--- src/assert_macros.svh ---
// Assertion helpers for the packet receiver.
`ifndef ASSERT_MACROS_SVH
`define ASSERT_MACROS_SVH

`ifndef NO_ASSERTIONS

// Concurrent check, sampled on clk, held off while rst is high.
`define FNPR_ASSERT(lbl, clk, rst, prop, msg) \
  lbl: assert property (@(posedge clk) disable iff (rst) (prop)) else $error(msg);

// Implication check: when ante holds, cons must hold in the same cycle.
`define FNPR_ASSERT_IMPL(lbl, clk, rst, ante, cons, msg) \
  lbl: assert property (@(posedge clk) disable iff (rst) (ante) |-> (cons)) else $error(msg);

`else

`define FNPR_ASSERT(lbl, clk, rst, prop, msg)
`define FNPR_ASSERT_IMPL(lbl, clk, rst, ante, cons, msg)

`endif

`endif

--- src/fnpr_pkg.sv ---
package fnpr_pkg;

  // Register indexes on the configuration port
  typedef enum logic [1:0] {
    CFG_SYNC_BYTE = 2'd0,
    CFG_BASE_KEY  = 2'd1,
    CFG_ACK_CODE  = 2'd2,
    CFG_NACK_CODE = 2'd3
  } cfg_index_t;

  // Position of the next byte inside a frame (after the start marker)
  typedef enum logic [1:0] {
    POS_NOTE = 2'd0,
    POS_DUR  = 2'd1,
    POS_SEQ  = 2'd2,
    POS_CHK  = 2'd3
  } frame_pos_t;

  typedef struct packed {
    logic [7:0] sync_byte;
    logic [7:0] base_key;
    logic [7:0] ack_code;
    logic [7:0] nack_code;
  } cfg_t;

  // Completed frame handed from the framer to the resolver
  typedef struct packed {
    logic [7:0] note;
    logic [7:0] dur;
    logic [7:0] seq;
    logic       chk_ok;
  } pkt_t;

  localparam int unsigned TABLE_SIZE = 21;

  // Chromatic table, C4 up to G#5
  function automatic logic [9:0] tone_lookup(input logic [4:0] idx);
    logic [9:0] hz;
    case (idx)
      5'd0:    hz = 10'd262;
      5'd1:    hz = 10'd277;
      5'd2:    hz = 10'd294;
      5'd3:    hz = 10'd311;
      5'd4:    hz = 10'd330;
      5'd5:    hz = 10'd349;
      5'd6:    hz = 10'd370;
      5'd7:    hz = 10'd392;
      5'd8:    hz = 10'd415;
      5'd9:    hz = 10'd440;
      5'd10:   hz = 10'd466;
      5'd11:   hz = 10'd494;
      5'd12:   hz = 10'd523;
      5'd13:   hz = 10'd554;
      5'd14:   hz = 10'd587;
      5'd15:   hz = 10'd622;
      5'd16:   hz = 10'd659;
      5'd17:   hz = 10'd698;
      5'd18:   hz = 10'd740;
      5'd19:   hz = 10'd784;
      5'd20:   hz = 10'd831;
      default: hz = 10'd0;
    endcase
    return hz;
  endfunction

endpackage

--- src/fnpr_byte_if.sv ---
interface fnpr_byte_if;
  logic       valid;
  logic       ready;
  logic [7:0] rx_byte;

  modport source (output valid, output rx_byte, input ready);
  modport sink (input valid, input rx_byte, output ready);
endinterface

--- src/fnpr_result_if.sv ---
interface fnpr_result_if;
  logic        valid;
  logic        ready;
  logic [7:0]  reply_byte;
  logic        checksum_ok;
  logic        note_ok;
  logic [4:0]  note_number;
  logic [9:0]  tone_hz;
  logic [11:0] length_ms;
  logic [7:0]  sequence_res;

  modport source (
    output valid, output reply_byte, output checksum_ok, output note_ok,
    output note_number, output tone_hz, output length_ms, output sequence_res,
    input ready
  );
  modport sink (
    input valid, input reply_byte, input checksum_ok, input note_ok,
    input note_number, input tone_hz, input length_ms, input sequence_res,
    output ready
  );
endinterface

--- src/fnpr_framer.sv ---
module fnpr_framer (
  input  logic                clk,
  input  logic                rst,
  fnpr_byte_if.sink           rx,
  input  logic [7:0]          sync_byte,
  output logic                pkt_valid,
  input  logic                pkt_ready,
  output fnpr_pkg::pkt_t      pkt
);

  logic                 in_frame;
  logic                 in_frame_next;
  fnpr_pkg::frame_pos_t pos;
  fnpr_pkg::frame_pos_t pos_next;
  logic [7:0]           running_xor;
  logic [7:0]           running_xor_next;
  logic [7:0]           note_q;
  logic [7:0]           dur_q;
  logic [7:0]           seq_q;
  logic                 pkt_valid_next;
  logic                 xfer;
  logic                 emit;

  // Slot frees up when the resolver takes the held packet
  assign rx.ready = !pkt_valid || pkt_ready;
  assign xfer     = rx.valid && rx.ready;
  assign emit     = xfer && in_frame && (pos == fnpr_pkg::POS_CHK);

  always_comb begin
    in_frame_next    = in_frame;
    pos_next         = pos;
    running_xor_next = running_xor;
    pkt_valid_next   = pkt_valid && !pkt_ready;
    if (xfer) begin
      if (!in_frame) begin
        if (rx.rx_byte == sync_byte) begin
          in_frame_next    = 1'b1;
          pos_next         = fnpr_pkg::POS_NOTE;
          running_xor_next = rx.rx_byte;
        end
      end else begin
        unique case (pos)
          fnpr_pkg::POS_NOTE: begin
            pos_next         = fnpr_pkg::POS_DUR;
            running_xor_next = running_xor ^ rx.rx_byte;
          end
          fnpr_pkg::POS_DUR: begin
            pos_next         = fnpr_pkg::POS_SEQ;
            running_xor_next = running_xor ^ rx.rx_byte;
          end
          fnpr_pkg::POS_SEQ: begin
            pos_next         = fnpr_pkg::POS_CHK;
            running_xor_next = running_xor ^ rx.rx_byte;
          end
          fnpr_pkg::POS_CHK: begin
            in_frame_next    = 1'b0;
            pos_next         = fnpr_pkg::POS_NOTE;
            running_xor_next = 8'd0;
            pkt_valid_next   = 1'b1;
          end
          default: begin
            in_frame_next    = 1'b0;
            pos_next         = fnpr_pkg::POS_NOTE;
            running_xor_next = 8'd0;
          end
        endcase
      end
    end
  end

  always_ff @(posedge clk) begin
    if (rst) begin
      in_frame    <= 1'b0;
      pos         <= fnpr_pkg::POS_NOTE;
      running_xor <= 8'd0;
      pkt_valid   <= 1'b0;
    end else begin
      in_frame    <= in_frame_next;
      pos         <= pos_next;
      running_xor <= running_xor_next;
      pkt_valid   <= pkt_valid_next;
    end
  end

  // Frame payload bytes
  always_ff @(posedge clk) begin
    if (xfer && in_frame) begin
      if (pos == fnpr_pkg::POS_NOTE) note_q <= rx.rx_byte;
      if (pos == fnpr_pkg::POS_DUR)  dur_q  <= rx.rx_byte;
      if (pos == fnpr_pkg::POS_SEQ)  seq_q  <= rx.rx_byte;
    end
  end

  always_ff @(posedge clk) begin
    if (emit) begin
      pkt.note   <= note_q;
      pkt.dur    <= dur_q;
      pkt.seq    <= seq_q;
      pkt.chk_ok <= (running_xor == rx.rx_byte);
    end
  end

endmodule

--- src/fnpr_resolver.sv ---
module fnpr_resolver #(
  parameter int unsigned NOTE_COUNT = 21
) (
  input  logic           clk,
  input  logic           rst,
  input  fnpr_pkg::cfg_t cfg,
  input  logic           pkt_valid,
  output logic           pkt_ready,
  input  fnpr_pkg::pkt_t pkt,
  fnpr_result_if.source  result
);

  logic [7:0]  key;
  logic [7:0]  note;
  logic [7:0]  dur;
  logic        nt_ok;
  logic [11:0] dur_x10;
  logic        load;

  assign pkt_ready = !result.valid || result.ready;
  assign load      = pkt_valid && pkt_ready;

  assign key     = cfg.base_key ^ pkt.seq;
  assign note    = pkt.note ^ key;
  assign dur     = pkt.dur ^ key;
  assign nt_ok   = pkt.chk_ok && (note < 8'(NOTE_COUNT)) &&
                   (note < 8'(fnpr_pkg::TABLE_SIZE));
  // dur * 10 as (dur << 3) + (dur << 1)
  assign dur_x10 = {1'b0, dur, 3'b000} + {3'b000, dur, 1'b0};

  always_ff @(posedge clk) begin
    if (rst) begin
      result.valid <= 1'b0;
    end else if (load) begin
      result.valid <= 1'b1;
    end else if (result.ready) begin
      result.valid <= 1'b0;
    end
  end

  always_ff @(posedge clk) begin
    if (load) begin
      result.reply_byte   <= pkt.chk_ok ? cfg.ack_code : cfg.nack_code;
      result.checksum_ok  <= pkt.chk_ok;
      result.note_ok      <= nt_ok;
      result.note_number  <= nt_ok ? note[4:0] : 5'd0;
      result.tone_hz      <= nt_ok ? fnpr_pkg::tone_lookup(note[4:0]) : 10'd0;
      result.length_ms    <= nt_ok ? dur_x10 : 12'd0;
      result.sequence_res <= pkt.seq;
    end
  end

endmodule

--- src/framed_note_packet_receiver_unit.sv ---
// Framed note packet receiver. Takes one byte per cycle on rx while
// rx.ready is high; bytes are dropped until the sync byte arrives, then
// note, duration, sequence and checksum are collected. The checksum byte
// yields one result on result: ack/nack reply, and, on a good checksum with
// an in-range note, the decrypted note, its tone in Hz and the duration in
// ms. Throughput is one byte per clock while rx is not stalled; after its
// checksum byte transfers, a result passes through the framer packet
// register, then the resolver result register. While one result waits, rx
// keeps flowing; it stalls only once a second completed packet sits behind
// the waiting result. Configuration writes are registered.
`include "assert_macros.svh"

module framed_note_packet_receiver_unit #(
  parameter int unsigned NOTE_COUNT = 21
) (
  input  logic        clk,
  input  logic        rst,
  fnpr_byte_if.sink   rx,
  fnpr_result_if.source result,
  input  logic        cfg_we,
  input  logic [1:0]  cfg_index,
  input  logic [7:0]  cfg_wdata
);

  fnpr_pkg::cfg_t cfg;
  logic           pkt_valid;
  logic           pkt_ready;
  fnpr_pkg::pkt_t pkt;

  always_ff @(posedge clk) begin
    if (rst) begin
      cfg <= '0;
    end else if (cfg_we) begin
      unique case (fnpr_pkg::cfg_index_t'(cfg_index))
        fnpr_pkg::CFG_SYNC_BYTE: cfg.sync_byte <= cfg_wdata;
        fnpr_pkg::CFG_BASE_KEY:  cfg.base_key  <= cfg_wdata;
        fnpr_pkg::CFG_ACK_CODE:  cfg.ack_code  <= cfg_wdata;
        fnpr_pkg::CFG_NACK_CODE: cfg.nack_code <= cfg_wdata;
        default: ;
      endcase
    end
  end

  fnpr_framer u_framer (
    .clk       (clk),
    .rst       (rst),
    .rx        (rx),
    .sync_byte (cfg.sync_byte),
    .pkt_valid (pkt_valid),
    .pkt_ready (pkt_ready),
    .pkt       (pkt)
  );

  fnpr_resolver #(
    .NOTE_COUNT (NOTE_COUNT)
  ) u_resolver (
    .clk       (clk),
    .rst       (rst),
    .cfg       (cfg),
    .pkt_valid (pkt_valid),
    .pkt_ready (pkt_ready),
    .pkt       (pkt),
    .result    (result)
  );

  `FNPR_ASSERT_IMPL(a_note_needs_chk, clk, rst, result.valid && result.note_ok,
    result.checksum_ok && (result.reply_byte == cfg.ack_code),
    "note_ok without good checksum or ack")
  `FNPR_ASSERT_IMPL(a_bad_note_zeroed, clk, rst, result.valid && !result.note_ok,
    (result.note_number == 5'd0) && (result.tone_hz == 10'd0) &&
    (result.length_ms == 12'd0), "invalid note fields not zero")
  `FNPR_ASSERT_IMPL(a_note_in_range, clk, rst, result.valid && result.note_ok,
    (result.note_number < 5'(NOTE_COUNT)) && (result.tone_hz != 10'd0),
    "note index out of range")
  `FNPR_ASSERT_IMPL(a_pkt_backpressure, clk, rst, pkt_valid && !pkt_ready, !rx.ready,
    "byte taken while packet slot full")

endmodule
--- src/flat_wrapper.sv ---
// flat-port wrapper written by rule: the top's interface ports become plain ports
module framed_note_packet_receiver_unit_flat 
#(
  parameter int unsigned NOTE_COUNT = 21
)
  (clk, rst, cfg_we, cfg_index, cfg_wdata, rx_valid, rx_rx_byte, rx_ready, result_valid, result_reply_byte, result_checksum_ok, result_note_ok, result_note_number, result_tone_hz, result_length_ms, result_sequence_res, result_ready);
  fnpr_byte_if rx_i ();
  fnpr_result_if result_i ();
  input  logic clk;
  input  logic rst;
  input  logic cfg_we;
  input  logic [1:0] cfg_index;
  input  logic [7:0] cfg_wdata;
  input wire logic [$bits(rx_i.valid)-1:0] rx_valid;
  input wire logic [$bits(rx_i.rx_byte)-1:0] rx_rx_byte;
  output wire logic [$bits(rx_i.ready)-1:0] rx_ready;
  output wire logic [$bits(result_i.valid)-1:0] result_valid;
  output wire logic [$bits(result_i.reply_byte)-1:0] result_reply_byte;
  output wire logic [$bits(result_i.checksum_ok)-1:0] result_checksum_ok;
  output wire logic [$bits(result_i.note_ok)-1:0] result_note_ok;
  output wire logic [$bits(result_i.note_number)-1:0] result_note_number;
  output wire logic [$bits(result_i.tone_hz)-1:0] result_tone_hz;
  output wire logic [$bits(result_i.length_ms)-1:0] result_length_ms;
  output wire logic [$bits(result_i.sequence_res)-1:0] result_sequence_res;
  input wire logic [$bits(result_i.ready)-1:0] result_ready;
  assign rx_i.valid = rx_valid;
  assign rx_i.rx_byte = rx_rx_byte;
  assign rx_ready = rx_i.ready;
  assign result_valid = result_i.valid;
  assign result_reply_byte = result_i.reply_byte;
  assign result_checksum_ok = result_i.checksum_ok;
  assign result_note_ok = result_i.note_ok;
  assign result_note_number = result_i.note_number;
  assign result_tone_hz = result_i.tone_hz;
  assign result_length_ms = result_i.length_ms;
  assign result_sequence_res = result_i.sequence_res;
  assign result_i.ready = result_ready;
  framed_note_packet_receiver_unit #(.NOTE_COUNT(NOTE_COUNT)) u_core (.clk(clk), .rst(rst), .rx(rx_i), .result(result_i), .cfg_we(cfg_we), .cfg_index(cfg_index), .cfg_wdata(cfg_wdata));
endmodule
--- config.mk ---
export PLATFORM = sky130hd
export DESIGN_NAME = framed_note_packet_receiver_unit_flat
export DESIGN_NICKNAME = d
export VERILOG_FILES = /design/src/fnpr_pkg.sv /design/src/fnpr_byte_if.sv /design/src/fnpr_result_if.sv /design/src/fnpr_framer.sv /design/src/fnpr_resolver.sv /design/src/framed_note_packet_receiver_unit.sv /design/src/flat_wrapper.sv
export VERILOG_INCLUDE_DIRS = /design/src /design/src/src
export SDC_FILE = /design/constraint.sdc
export NUM_CORES = 1
export LEC_CHECK = 0
export BUFFER_PORTS_ARGS = -buffer_cell sky130_fd_sc_hd__buf_2
export CORE_MARGIN = 8
export CORE_UTILIZATION = 53
export DETAILED_ROUTE_END_ITERATION = 8
export PLACE_DENSITY_LB_ADDON = 0.08
export SYNTH_ARGS = -nofsm -noshare
export SYNTH_HDL_FRONTEND = slang
export SYNTH_SLANG_ARGS = --single-unit
export TNS_END_PERCENT = 20
--- constraint.sdc ---
create_clock -name clk -period 4.01 [get_ports clk]
set_input_delay 0 -clock clk [delete_from_list [all_inputs] [get_ports clk]]
set_output_delay 0 -clock clk [all_outputs]
set_load 0.02 [all_outputs]
== Yosys cells after proc, flatten, opt, wreduce, memory -nomap -nowiden ==
Memory sizes are Yosys's and may differ from the RTL's. A register that Yosys moved wholly into a read port is not among the register bits.
Index checks and enable logic that the tools add are counted.

* Add/subtract/negate cells: 1
* $lt $le $gt $ge: 1
* Equality and inequality tests: 8
* Mux-type cells: 15
* Bitwise logic cells: 4
* Reductions and logical operators: 26

{| class="wikitable"
|+ Operators with widths
! kind !! count
|-
| $xor A8 B8 Y8 || 4
|-
| $mux W8 || 3
|-
| $eq A8 B8 Y1 || 2
|-
| $pmux W8 S2 || 1
|-
| $reduce_and A2 Y1 || 8
|-
| $add A11 B9 Y12 || 1
|-
| $eq A2 B2 Y1 const B || 4
|-
| $lt A8 B5 Y1 const B || 1
|-
| $mux W1 || 8
|-
| $pmux W2 S4 || 1
|-
| $logic_and A1 B1 Y1 || 7
|-
| $eq A2 B1 Y1 const B || 2
|-
| $logic_not A1 Y1 || 4
|-
| $logic_not A2 Y1 || 2
|-
| $mux W2 || 2
|-
| $reduce_bool A2 Y1 || 2
|-
| $reduce_or A3 Y1 || 1
|-
| $logic_or A1 B1 Y1 || 2
|}

* Flip-flop bits (word level): 129
* Memory bits (read-only): 320
* Input bits: 23
* Output and inout bits: 47
* Word-level logic and storage cells: 78
* Memories: 1

{| class="wikitable"
|+ Memories
! memory !! words !! width !! rd ports !! clocked after Yosys merged registers in !! wr ports !! line !! source
|-
| (no name shown) || 32 || 10 || 1 || 1 || 0 || fnpr_pkg.sv:39 || <nowiki>case (idx)</nowiki>
|}

== Logic depth before layout (Yosys ltp) ==
Gate-level depths: netlist of the first run.

* Word-level depth: 7
* Gate-level depth with buffers: 9

== By module ==
A second synthesis of the first run with hierarchy kept.

* Cells, all modules: 521
* Area total of the unflattened synthesis: 6670.1 µm²

{| class="wikitable"
|+ By module, submodules not included
! module !! times used !! cells an instance !! area each (µm²) !! sequential area each (µm²)
|-
| fnpr_resolver || 1 || 218 || 2745.1 || 1341.3
|-
| fnpr_framer || 1 || 187 || 2640.0 || 1711.6
|-
| framed_note_packet_receiver_unit || 1 || 116 || 1285.0 || 640.6
|}

== Worst setup path after synthesis of the first run ==
Ideal clock, no wire load.

* Path type: register to register
* Start: register u_core.u_resolver.result.valid
* End: register u_core.u_resolver.result.checksum_ok (enable)
* Data arrival time: 3.605 ns
* Data required time: 3.497 ns
* Path slack: -0.108 ns
* Cell stages (with the launch flop): 2
* Buffers on the path: 0
* Period minus slack after synthesis: 4.118 ns
* Path through: dfxtp_1 a21boi_0

* Word-level cells in the longest chain between the ends: 3

{| class="wikitable"
|+ RTL lines
! item !! line !! source
|-
| start: declaration || fnpr_result_if.sv:13 || <nowiki>output valid, output reply_byte, output checksum_ok, output note_ok,</nowiki>
|-
| start signal: assignment || fnpr_resolver.sv:33 || <nowiki>result.valid <= 1'b0;</nowiki>
|-
| start signal: assignment || fnpr_resolver.sv:35 || <nowiki>result.valid <= 1'b1;</nowiki>
|-
| start signal: assignment || fnpr_resolver.sv:37 || <nowiki>result.valid <= 1'b0;</nowiki>
|-
| $logic_not A1 Y1 || fnpr_resolver.sv:20 || <nowiki>assign pkt_ready = !result.valid || result.ready;</nowiki>
|-
| $logic_or A1 B1 Y1 || fnpr_resolver.sv:20 ||
|-
| $logic_and A1 B1 Y1 || fnpr_resolver.sv:21 || <nowiki>assign load = pkt_valid && pkt_ready;</nowiki>
|-
| net u_core.u_resolver.load || fnpr_resolver.sv:18 || <nowiki>logic load;</nowiki>
|-
| end signal: assignment || fnpr_resolver.sv:44 || <nowiki>result.checksum_ok <= pkt.chk_ok;</nowiki>
|-
| end: declaration || fnpr_result_if.sv:13 ||
|}

The timed path passes the listed nets, and every way through them passes these cells.
A chain may end at the register's enable or synchronous reset.

== Worst setup path after layout of the first run ==
* Start: register u_core.u_framer.pkt[1] (netlist name)
* End: register u_core.u_resolver.result.tone_hz[3] (data pin)

* Word-level cells in the longest chain between the ends: 6

{| class="wikitable"
|+ RTL lines
! item !! line !! source
|-
| $xor A8 B8 Y8 (*) || fnpr_resolver.sv:23 || <nowiki>assign key = cfg.base_key ^ pkt.seq;</nowiki>
|-
| $xor A8 B8 Y8 (*) || fnpr_resolver.sv:24 || <nowiki>assign note = pkt.note ^ key;</nowiki>
|-
| net u_core.u_resolver.note[0] || fnpr_resolver.sv:14 || <nowiki>logic [7:0] note;</nowiki>
|-
| $lt A8 B5 Y1 (*) || fnpr_resolver.sv:26, fnpr_resolver.sv:27 ||
|-
| $logic_and A1 B1 Y1 || fnpr_resolver.sv:26 || <nowiki>assign nt_ok = pkt.chk_ok && (note < 8'(NOTE_COUNT)) &&</nowiki>
|-
| $logic_and A1 B1 Y1 (*) || fnpr_resolver.sv:26 ||
|-
| net u_core.u_resolver.nt_ok || fnpr_resolver.sv:16 || <nowiki>logic nt_ok;</nowiki>
|-
| $logic_not A1 Y1 (no line) (*) || -- ||
|-
| end: declaration || fnpr_result_if.sv:14 || <nowiki>output note_number, output tone_hz, output length_ms, output sequence_res,</nowiki>
|}

Mark *: on every way through the listed nets, which the timed path passes. The rest lies on a longest branch.

==> results of run 1 <==
placed cells by master (no fill, tap or decap), drive strengths merged, types with 20 or more instances in the layout:
cell type,instances
edfxtp,93
buf,70
nor2,62
dfxtp,45
mux2i,36
xnor2,29
a21oi,24
o21ai,21
clkbuf,21
nand2,20
state kept, by name, indices dropped and copies added, names as in the netlist, 2 cells and up:
signal and cells:
u_core.u_framer.running_xor 8, u_core.u_framer.pos 2, u_core.u_framer.seq_q 8, u_core.u_framer.dur_q 8
u_core.u_resolver.result.sequence_res 8, u_core.u_resolver.result.tone_hz 10, u_core.cfg 32, u_core.u_resolver.result.length_ms 11
u_core.u_resolver.result.note_number 5, u_core.u_framer.pkt 25, u_core.u_framer.note_q 8, u_core.u_resolver.result.reply_byte 8
critical path, delay by kind of cell (launching register included):
family | cells | cell delay [ns]
buffers and inverters | 2 | 0.32
adders and majority gates | 1 | 0.31
AOI/OAI and AO/OA | 2 | 0.71
and+or+nand+nor | 1 | 0.19
DFF | 1 | 0.46
xor gates and xnor gates | 1 | 0.55
power by group:
group / switching, mW / internal (mW)
clock: 0.565 / 1.03
sequential: 0.00761 / 1.52
combinational: 0.0935 / 0.0760
cells in the mapped netlist (all sizes together), types with 8 or more instances:
cell type,n
clkbuf,13
a21oi,24
o31ai,9
inv,11
ha,12
mux2,9
nor2,62
nand4,14
mux2i,36
o21ai,21
edfxtp,93
xnor2,29
and2,11
nand2,20
xnor3,8
dfxtp,45
final cells by class:
type,instances,area share (%)
clock buffer,21,6.37
clock inverter,11,1.92
tap,143,2.41
multi-input combinational,311,31.8
timing repair buffer,87,7.09
sequential,138,49.8
inverter,11,0.557
timing repair:
item | in CTS | in global routing
hold buffers | 17 | 0
setup buffers | 0 | 0
endpoints found under the hold margin | 66 | 0
layer usage:
metal  track usage [%]  wire length [µm]  up-vias
met5                 0                 0        -
met4              6.47               218        0
met3              5.58               670       15
met2              29.8              6430      130
met1              22.6              5880     1972
li1                  -                 -     1928
worst min-delay path by stage:
stage / start / endpoint / cells past startpoint
after floorplan: rx_rx_byte[0] / u_core.u_framer.dur_q[0]$_DFFE_PP_ / 0
after global placement: rx_rx_byte[6] / u_core.u_framer.seq_q[6]$_DFFE_PP_ / 1
after detailed placement: rx_rx_byte[6] / u_core.u_framer.note_q[6]$_DFFE_PP_ / 1
after CTS: rx_valid / u_core.u_framer.pos[1]$_SDFFE_PP0P_ / 4
after global routing: rx_valid / u_core.u_framer.pos[1]$_SDFFE_PP0P_ / 4
final: rx_valid / u_core.u_framer.pos[1]$_SDFFE_PP0P_ / 4
logic make-up (layout without fill, tap and decap cells):
kind of cell	after synthesis	count (layout)	synth area share, %
compound gates	74	74	7.53
flops	138	138	59.9
fa+ha+maj	14	14	2.92
simple gates	128	128	9.64
xor+xnor	49	49	10.4
mux	45	45	7.49
buf+inv	31	130	2.01
other cells	1	1	0.0608
==> run metrics, run 1 <==
post-placement cell count 673; FMAX 0.358 GHz; cell count after synthesis 480; post-DP HPWL 8960 µm; Mean Syn Cell Area 12.8 µm²; Crit Path Category reg -> reg; Synth area leader edfxtp_1; root buffer cell clkbuf_16; endpoints failing hold 0; count of cell types in the netlist 52; Area Growth Syn to Fin 20.2%; RR Endpoint u_core.u_resolver.result.tone_hz[3]$_SDFFCE_PN0P_; Non-Filler Instances 722; post-layout util 65.2%; TritonCTS clock tree yes; pin count of the biggest net entering global routing 46; top area cells in the synthesized netlist edfxtp_1 (45%), dfxtp_1 (15%), mux2i_1 (5.8%); Worst Tran Pin Value 1.05 ns; Worst R2R Path Depth 7; setup_tns 0 ns; reg2reg start u_core.u_framer.pkt[1]$_DFFE_PP_; vias in the first global route 4,003; pwr/cell area 444 nW/µm²; CP Data Required Time 4.17 ns; vias 4,045; Initial DRC Count 296; hold crit path type in -> reg; ys async rst share 0%; row count 39; multi-input logic area 2360 µm²; pre-CTS WS 1.26 ns; Total GRT Usage 18.3%; IO buf count 68; grt total ovfl 0; Pwr Total 3.29 mW; cts repair resizes 0; Tcrit/Tclk final 69.6%; initial antenna violation count 0; synthesized cell area 6160 µm²; placed cell area 6630 µm²; Clk Latency, worst-skew pair 0.41 ns; Slew HR 29.9%; # DRC 0; global-route wire length before repair 21,000 µm; Inserted Clock Buffers 17; share of layout cells above drive strength 1 20.2%; Die Ht 124 µm; Final Critical Period 2.79 ns; startpoint type of the worst setup path register; maximum buffer depth of the clock tree 2; max-slew violations 0; Max Cap Viol 0; die area 15,300 µm²; CP Launch Point u_core.u_framer.pkt[1]$_DFFE_PP_; Initial Util 54.2%; RSZ-0062 raised after global routing false; Final nets 602; setup slack, reg-to-reg 1.22 ns; core box area 11,400 µm²; worst clock skew 0.0104 ns; Crit. End Element register; worst path cell trace xor3_1 -> inv_1 -> ha_1 -> o21ai_0 -> a21o_1 -> inv_2 -> and2_1; FF/Latch Area 3690 µm²; Mapped Nets 516; crit-path max FO 18; fill count 873; total wire length 13,200 µm; P_leak 2.89 nW; Antenna Cells 0; count of warnings emitted by yosys 0; clk slew on worst S/H paths 0.06 ns; post-synthesis register bit count 138; die width 124 µm; CP Data Arrival Time 2.95 ns; dominant synthesized flop cell edfxtp_1; final setup margin 1.22 ns; status complete, no violations; number of synthesized flops with an enable pin 93; Seq/Total Area, Yosys 59.9%; htree depth 4; Vias/cell 5.60; WL/cell 18.3 µm; Setup crit end u_core.u_resolver.result.tone_hz[3]$_SDFFCE_PN0P_; I/O pins 70; Yosys top cell area share 45.3%; Peak supply drop 0.262 mV; antenna-violating nets left 0; design area 7410 µm²; gpl congestion 0.851; highest-delay cell along the critical path xor3_1; clock sink count 138; worst-case hold slack 0.0942 ns; First-pass DRT Iterations 4; setup violators final 0; crit-path max cell delay 0.55 ns
Note: power is estimated with default switching activity, not from simulation.
==> run 2: changes to the inputs <==
Settings changed: CORE_UTILIZATION 53 to 55.
Clock period 4.01 ns to 2.95 ns, I/O delays scaled along.
==> run 2 against run 1 <==
  * Final cell count grew 0.28%
  * Largest cell class unchanged
  * Sequential cell count unchanged
  * Via count shrank 2.6%
  * Critical endpoint is now u_core.u_resolver.result.length_ms[7]$_SDFFCE_PN0P_
  * First-iteration DRC count up 2.4%
  * Highest routed layer unchanged
  * Worst hold slack got worse by 0.053 ns
  * Non-clock buffer count rose by 5
==> run metrics, run 2 (synthesis results as in run 1) <==
antenna-violating nets left 0; Final nets 607; CP Data Arrival Time 2.88 ns; status complete, no violations; multi-input logic area 2360 µm²; core box area 10,900 µm²; IO buf count 68; pin count of the biggest net entering global routing 46; P_leak 2.88 nW; Die Ht 122 µm; FMAX 0.384 GHz; gpl congestion 0.881; pwr/cell area 585 nW/µm²; Slew HR 42.4%; endpoints failing hold 0; vias in the first global route 3,870; Crit Path Category reg -> reg; Max Cap Viol 0; RSZ-0062 raised after global routing false; Worst Tran Pin Value 0.864 ns; setup_tns 0 ns; Clk Latency, worst-skew pair 0.52 ns; Regs by FF count u_core.cfg x32, u_core.u_framer.pkt x25, u_core.u_resolver.result.length_ms x11; Final Critical Period 2.61 ns; Tcrit/Tclk final 88.3%; highest-count cells in the layout ignoring fill and taps edfxtp_1 (93), buf_2 (68), nor2_1 (62); crit-path max FO 8; TritonCTS clock tree yes; root buffer cell clkbuf_8; Initial Util 56.6%; max-slew violations 0; initial antenna violation count 0; row count 38; Non-Filler Instances 724; Area Growth Syn to Fin 20.1%; hold crit path type in -> reg; Inserted Clock Buffers 17; post-DP HPWL 8960 µm; post-CTS setup buffer count 0; die area 14,800 µm²; maximum buffer depth of the clock tree 2; startpoint type of the worst setup path register; setup slack, reg-to-reg 0.34 ns; First-pass DRT Iterations 5; WL/cell 18.1 µm; FF/Latch Area 3690 µm²; worst clock skew 0.00461 ns; Top reg by flops u_core.cfg; setup violators final 0; Total GRT Usage 18.4%; grt total ovfl 0; Peak supply drop 0.463 mV; most common cell after layout, fill and taps aside edfxtp_1; # DRC 0; CP Data Required Time 3.23 ns; clock sink count 138; fill count 800; clk slew on worst S/H paths 0.06 ns; Vias/cell 5.44; die width 122 µm; Initial DRC Count 303; share of layout cells above drive strength 1 20.9%; cts repair resizes 0; I/O pins 70; Crit. End Element register; Antenna Cells 0; global-route wire length before repair 20,800 µm; Largest register FFs 32; post-placement cell count 674; htree depth 4; vias 3,941; total wire length 13,100 µm; worst-case hold slack 0.0412 ns
==> run 2: path summary, 6_finish.rpt <==
check	from	to	cells after the start
hold reg to reg	u_core.u_framer.note_q[7]$_DFFE_PP_	u_core.u_framer.pkt[24]$_DFFE_PP_	0
setup reg to reg	u_core.u_framer.pkt[3]$_DFFE_PP_	u_core.u_resolver.result.length_ms[7]$_SDFFCE_PN0P_	8
hold / removal	cfg_index[0]	u_core.cfg[24]$_SDFFE_PP0P_	5
setup / recovery	u_core.u_framer.pkt[3]$_DFFE_PP_	u_core.u_resolver.result.length_ms[7]$_SDFFCE_PN0P_	8
==> run 2: critical path: stages (launching register included) <==
cell and delay, ns:
edfxtp_1 0.48, xor3_1 0.54, inv_1 0.12, nor2_1 0.07
fa_1 0.42, maj3_1 0.36, o21ai_1 0.15, xnor2_1 0.07
and2_1 0.15
==> run 2: stage by stage <==
stage	power (mW)	utilization, %	setup slack [ns]	area (µm²)
2_1_floorplan	2.26	-	0.0180	6160
3_3_place_gp	2.32	61.1	0.415	6650
3_5_place_dp	2.33	61.1	0.368	6650
4_1_cts	4.36	68.0	0.351	7400
5_1_grt	4.47	68.0	0.202	7400
6_report	4.33	68.0	0.344	7400
==> run 2: what timing repair did <==
item                       in CTS  in global routing
hold buffers                   18                  0
hold endpoints to repair       68                  0
setup endpoints to repair       0                  0
==> run 2: routing by layer <==
metal	global-route usage [%]	up-vias	routed length, µm
met3	5.65	13	764
met4	6.01	0	182
met5	0	-	0
met2	28.8	96	6190
li1	-	1923	-
met1	23.9	1909	5950
==> run 2: cell type report <==
class	count	area share [%]
Inverter	11	0.558
Clock buffer	20	6.02
Timing Repair Buffer	92	7.64
Clock inverter	12	1.66
Sequential cell	138	49.9
Tap cell	140	2.37
Multi-Input combinational cell	311	31.9
==> run 2: where the power goes <==
group	leakage (nW)	internal [mW]	switching [mW]	total, mW
Combinational	1.44	0.106	0.127	0.233
Clock	0.271	1.24	0.783	2.02
Sequential	1.17	2.06	0.0106	2.07
Total	2.88	3.41	0.921	4.33
==> run 3: changes to the inputs <==
Settings changed: RECOVER_POWER from default to 50.
==> run 3 against run 2 <==
  * Setup slack got worse by 0.0020 ns
  * Final cell count unchanged
  * Sequential share of layout area increased by 0.48 points
  * Sequential power about the same
  * Fmax about the same
  * Highest routed layer unchanged
  * First-iteration DRC count decreased by 3.6%
  * Non-clock buffer count unchanged
  * Die area unchanged
==> run metrics, run 3 (synthesis results as in run 1) <==
status complete, no violations; setup violators final 0; gpl congestion 0.881; vias in the first global route 3,870; total wire length 13,200 µm; startpoint type of the worst setup path register; Slew HR 42.0%; Inserted Clock Buffers 17; Vias/cell 5.46; Area Growth Syn to Fin 18.9%; global-route wire length before repair 20,800 µm; pwr/cell area 590 nW/µm²; clock sink count 138; IO buf count 68; I/O pins 70; vias 3,951; worst path cell trace xor3_1 -> inv_1 -> nor2_1 -> fa_1 -> maj3_1 -> o21ai_1 -> xnor2_1 -> and2_1; Clk Latency, worst-skew pair 0.52 ns; post-DP HPWL 8960 µm; max-slew violations 0; pin count of the biggest net entering global routing 46; worst clock skew 0.00508 ns; share of layout cells above drive strength 1 11.6%; crit-path max cell delay 0.54 ns; most common cell after layout, fill and taps aside edfxtp_1; highest-count cells in the layout ignoring fill and taps edfxtp_1 (93), nor2_1 (62), clkbuf_1 (55); Regs by FF count u_core.cfg x32, u_core.u_framer.pkt x25, u_core.u_resolver.result.length_ms x11; highest-delay cell along the critical path xor3_1; Largest register FFs 32; FMAX 0.383 GHz; WL/cell 18.2 µm; uppermost layer routed met4; Die Ht 122 µm; die area 14,800 µm²; core box area 10,900 µm²; RSZ-0062 raised after global routing false; critical path's top delay family adder cells; Tcrit/Tclk final 88.4%; Crit Path Category reg -> reg; Total GRT Usage 18.4%; # DRC 0; Final Critical Period 2.61 ns; grt total ovfl 0; root buffer cell clkbuf_8; Initial Util 56.6%; Peak supply drop 0.461 mV; Initial DRC Count 292; maximum buffer depth of the clock tree 2; endpoints failing hold 0; Antenna Cells 0; cts repair resizes 0; Crit. End Element register; die width 122 µm; Top reg by flops u_core.cfg; WP buf/inv 1; First-pass DRT Iterations 4; Pwr Total 4.33 mW; hold crit path type in -> reg; clk slew on worst S/H paths 0.06 ns; routed length on met3 778 µm; Final nets 607; crit-path max FO 8; P_leak 2.75 nW; TritonCTS clock tree yes; setup_tns 0 ns; post-CTS setup buffer count 0; antenna-violating nets left 0; met1 WL 6070 µm; initial antenna violation count 0; Max Cap Viol 0; Worst Tran Pin Value 0.870 ns; CP Data Arrival Time 2.89 ns; CP Data Required Time 3.23 ns; htree depth 4; WL met2 6160 µm; row count 38
run 3: changes by cell type in the layout (fill, tap and decap cells not counted), sizes merged:
cell,change
buf,-54
clkbuf,+54
run 3: worst paths after layout:
check | start | endpoint | slack [ns] | cells past startpoint
max | u_core.u_framer.pkt[3]$_DFFE_PP_ | u_core.u_resolver.result.length_ms[7]$_SDFFCE_PN0P_ | 0.34 | 8
min | cfg_index[0] | u_core.cfg[24]$_SDFFE_PP0P_ | 0.04 | 5
max reg2reg | u_core.u_framer.pkt[3]$_DFFE_PP_ | u_core.u_resolver.result.length_ms[7]$_SDFFCE_PN0P_ | 0.34 | 8
min reg2reg | u_core.u_framer.note_q[7]$_DFFE_PP_ | u_core.u_framer.pkt[24]$_DFFE_PP_ | 0.42 | 0
run 3: per-stage QoR:
step	utilization (%)	cell area [µm²]	std cells	worst slack (ns)	hold WS, ns
after floorplan	-	6160	480	0.0180	0.0989
after global placement	61.1	6650	674	0.415	0.292
after detailed placement	61.1	6650	674	0.368	0.307
after CTS	68.0	7400	724	0.351	0.0184
after global routing	67.3	7330	724	0.202	0.0646
final	67.3	7330	724	0.342	0.0397
run 3: power by group:
| part | switching, mW | internal, mW | leakage, nW | total [mW] |
|---|---|---|---|---|
| Sequential | 0.0105 | 2.06 | 1.17 | 2.07 |
| Clock | 0.783 | 1.24 | 0.271 | 2.02 |
| Combinational | 0.128 | 0.104 | 1.31 | 0.231 |
run 3: repair_timing:
item,in CTS,in global routing
hold buffers,18,0
endpoints found under the setup margin,0,0
endpoints found under the hold margin,68,0
run 3: area by class of cell:
cell class	count	area (µm²)
flip-flops and latches	138	3690
fillers	825	3560
multi-input cells	311	2360
repair buffers	92	495
clock buffers	20	445
well taps	140	175
clock inverters	12	123
inverters	11	41.3
run 3: layer usage:
layer	vias up	GRT usage, %
li1	1923	-
met1	1917	23.9
met2	99	28.8
met3	12	5.65
met4	0	6.01
met5	-	0
run 3: worst min-delay path, stage by stage:
cell	delay, ns
buf_2	0.11
nor3b_1	0.05
buf_4	0.17
mux2i_1	0.12
nor2_1	0.07
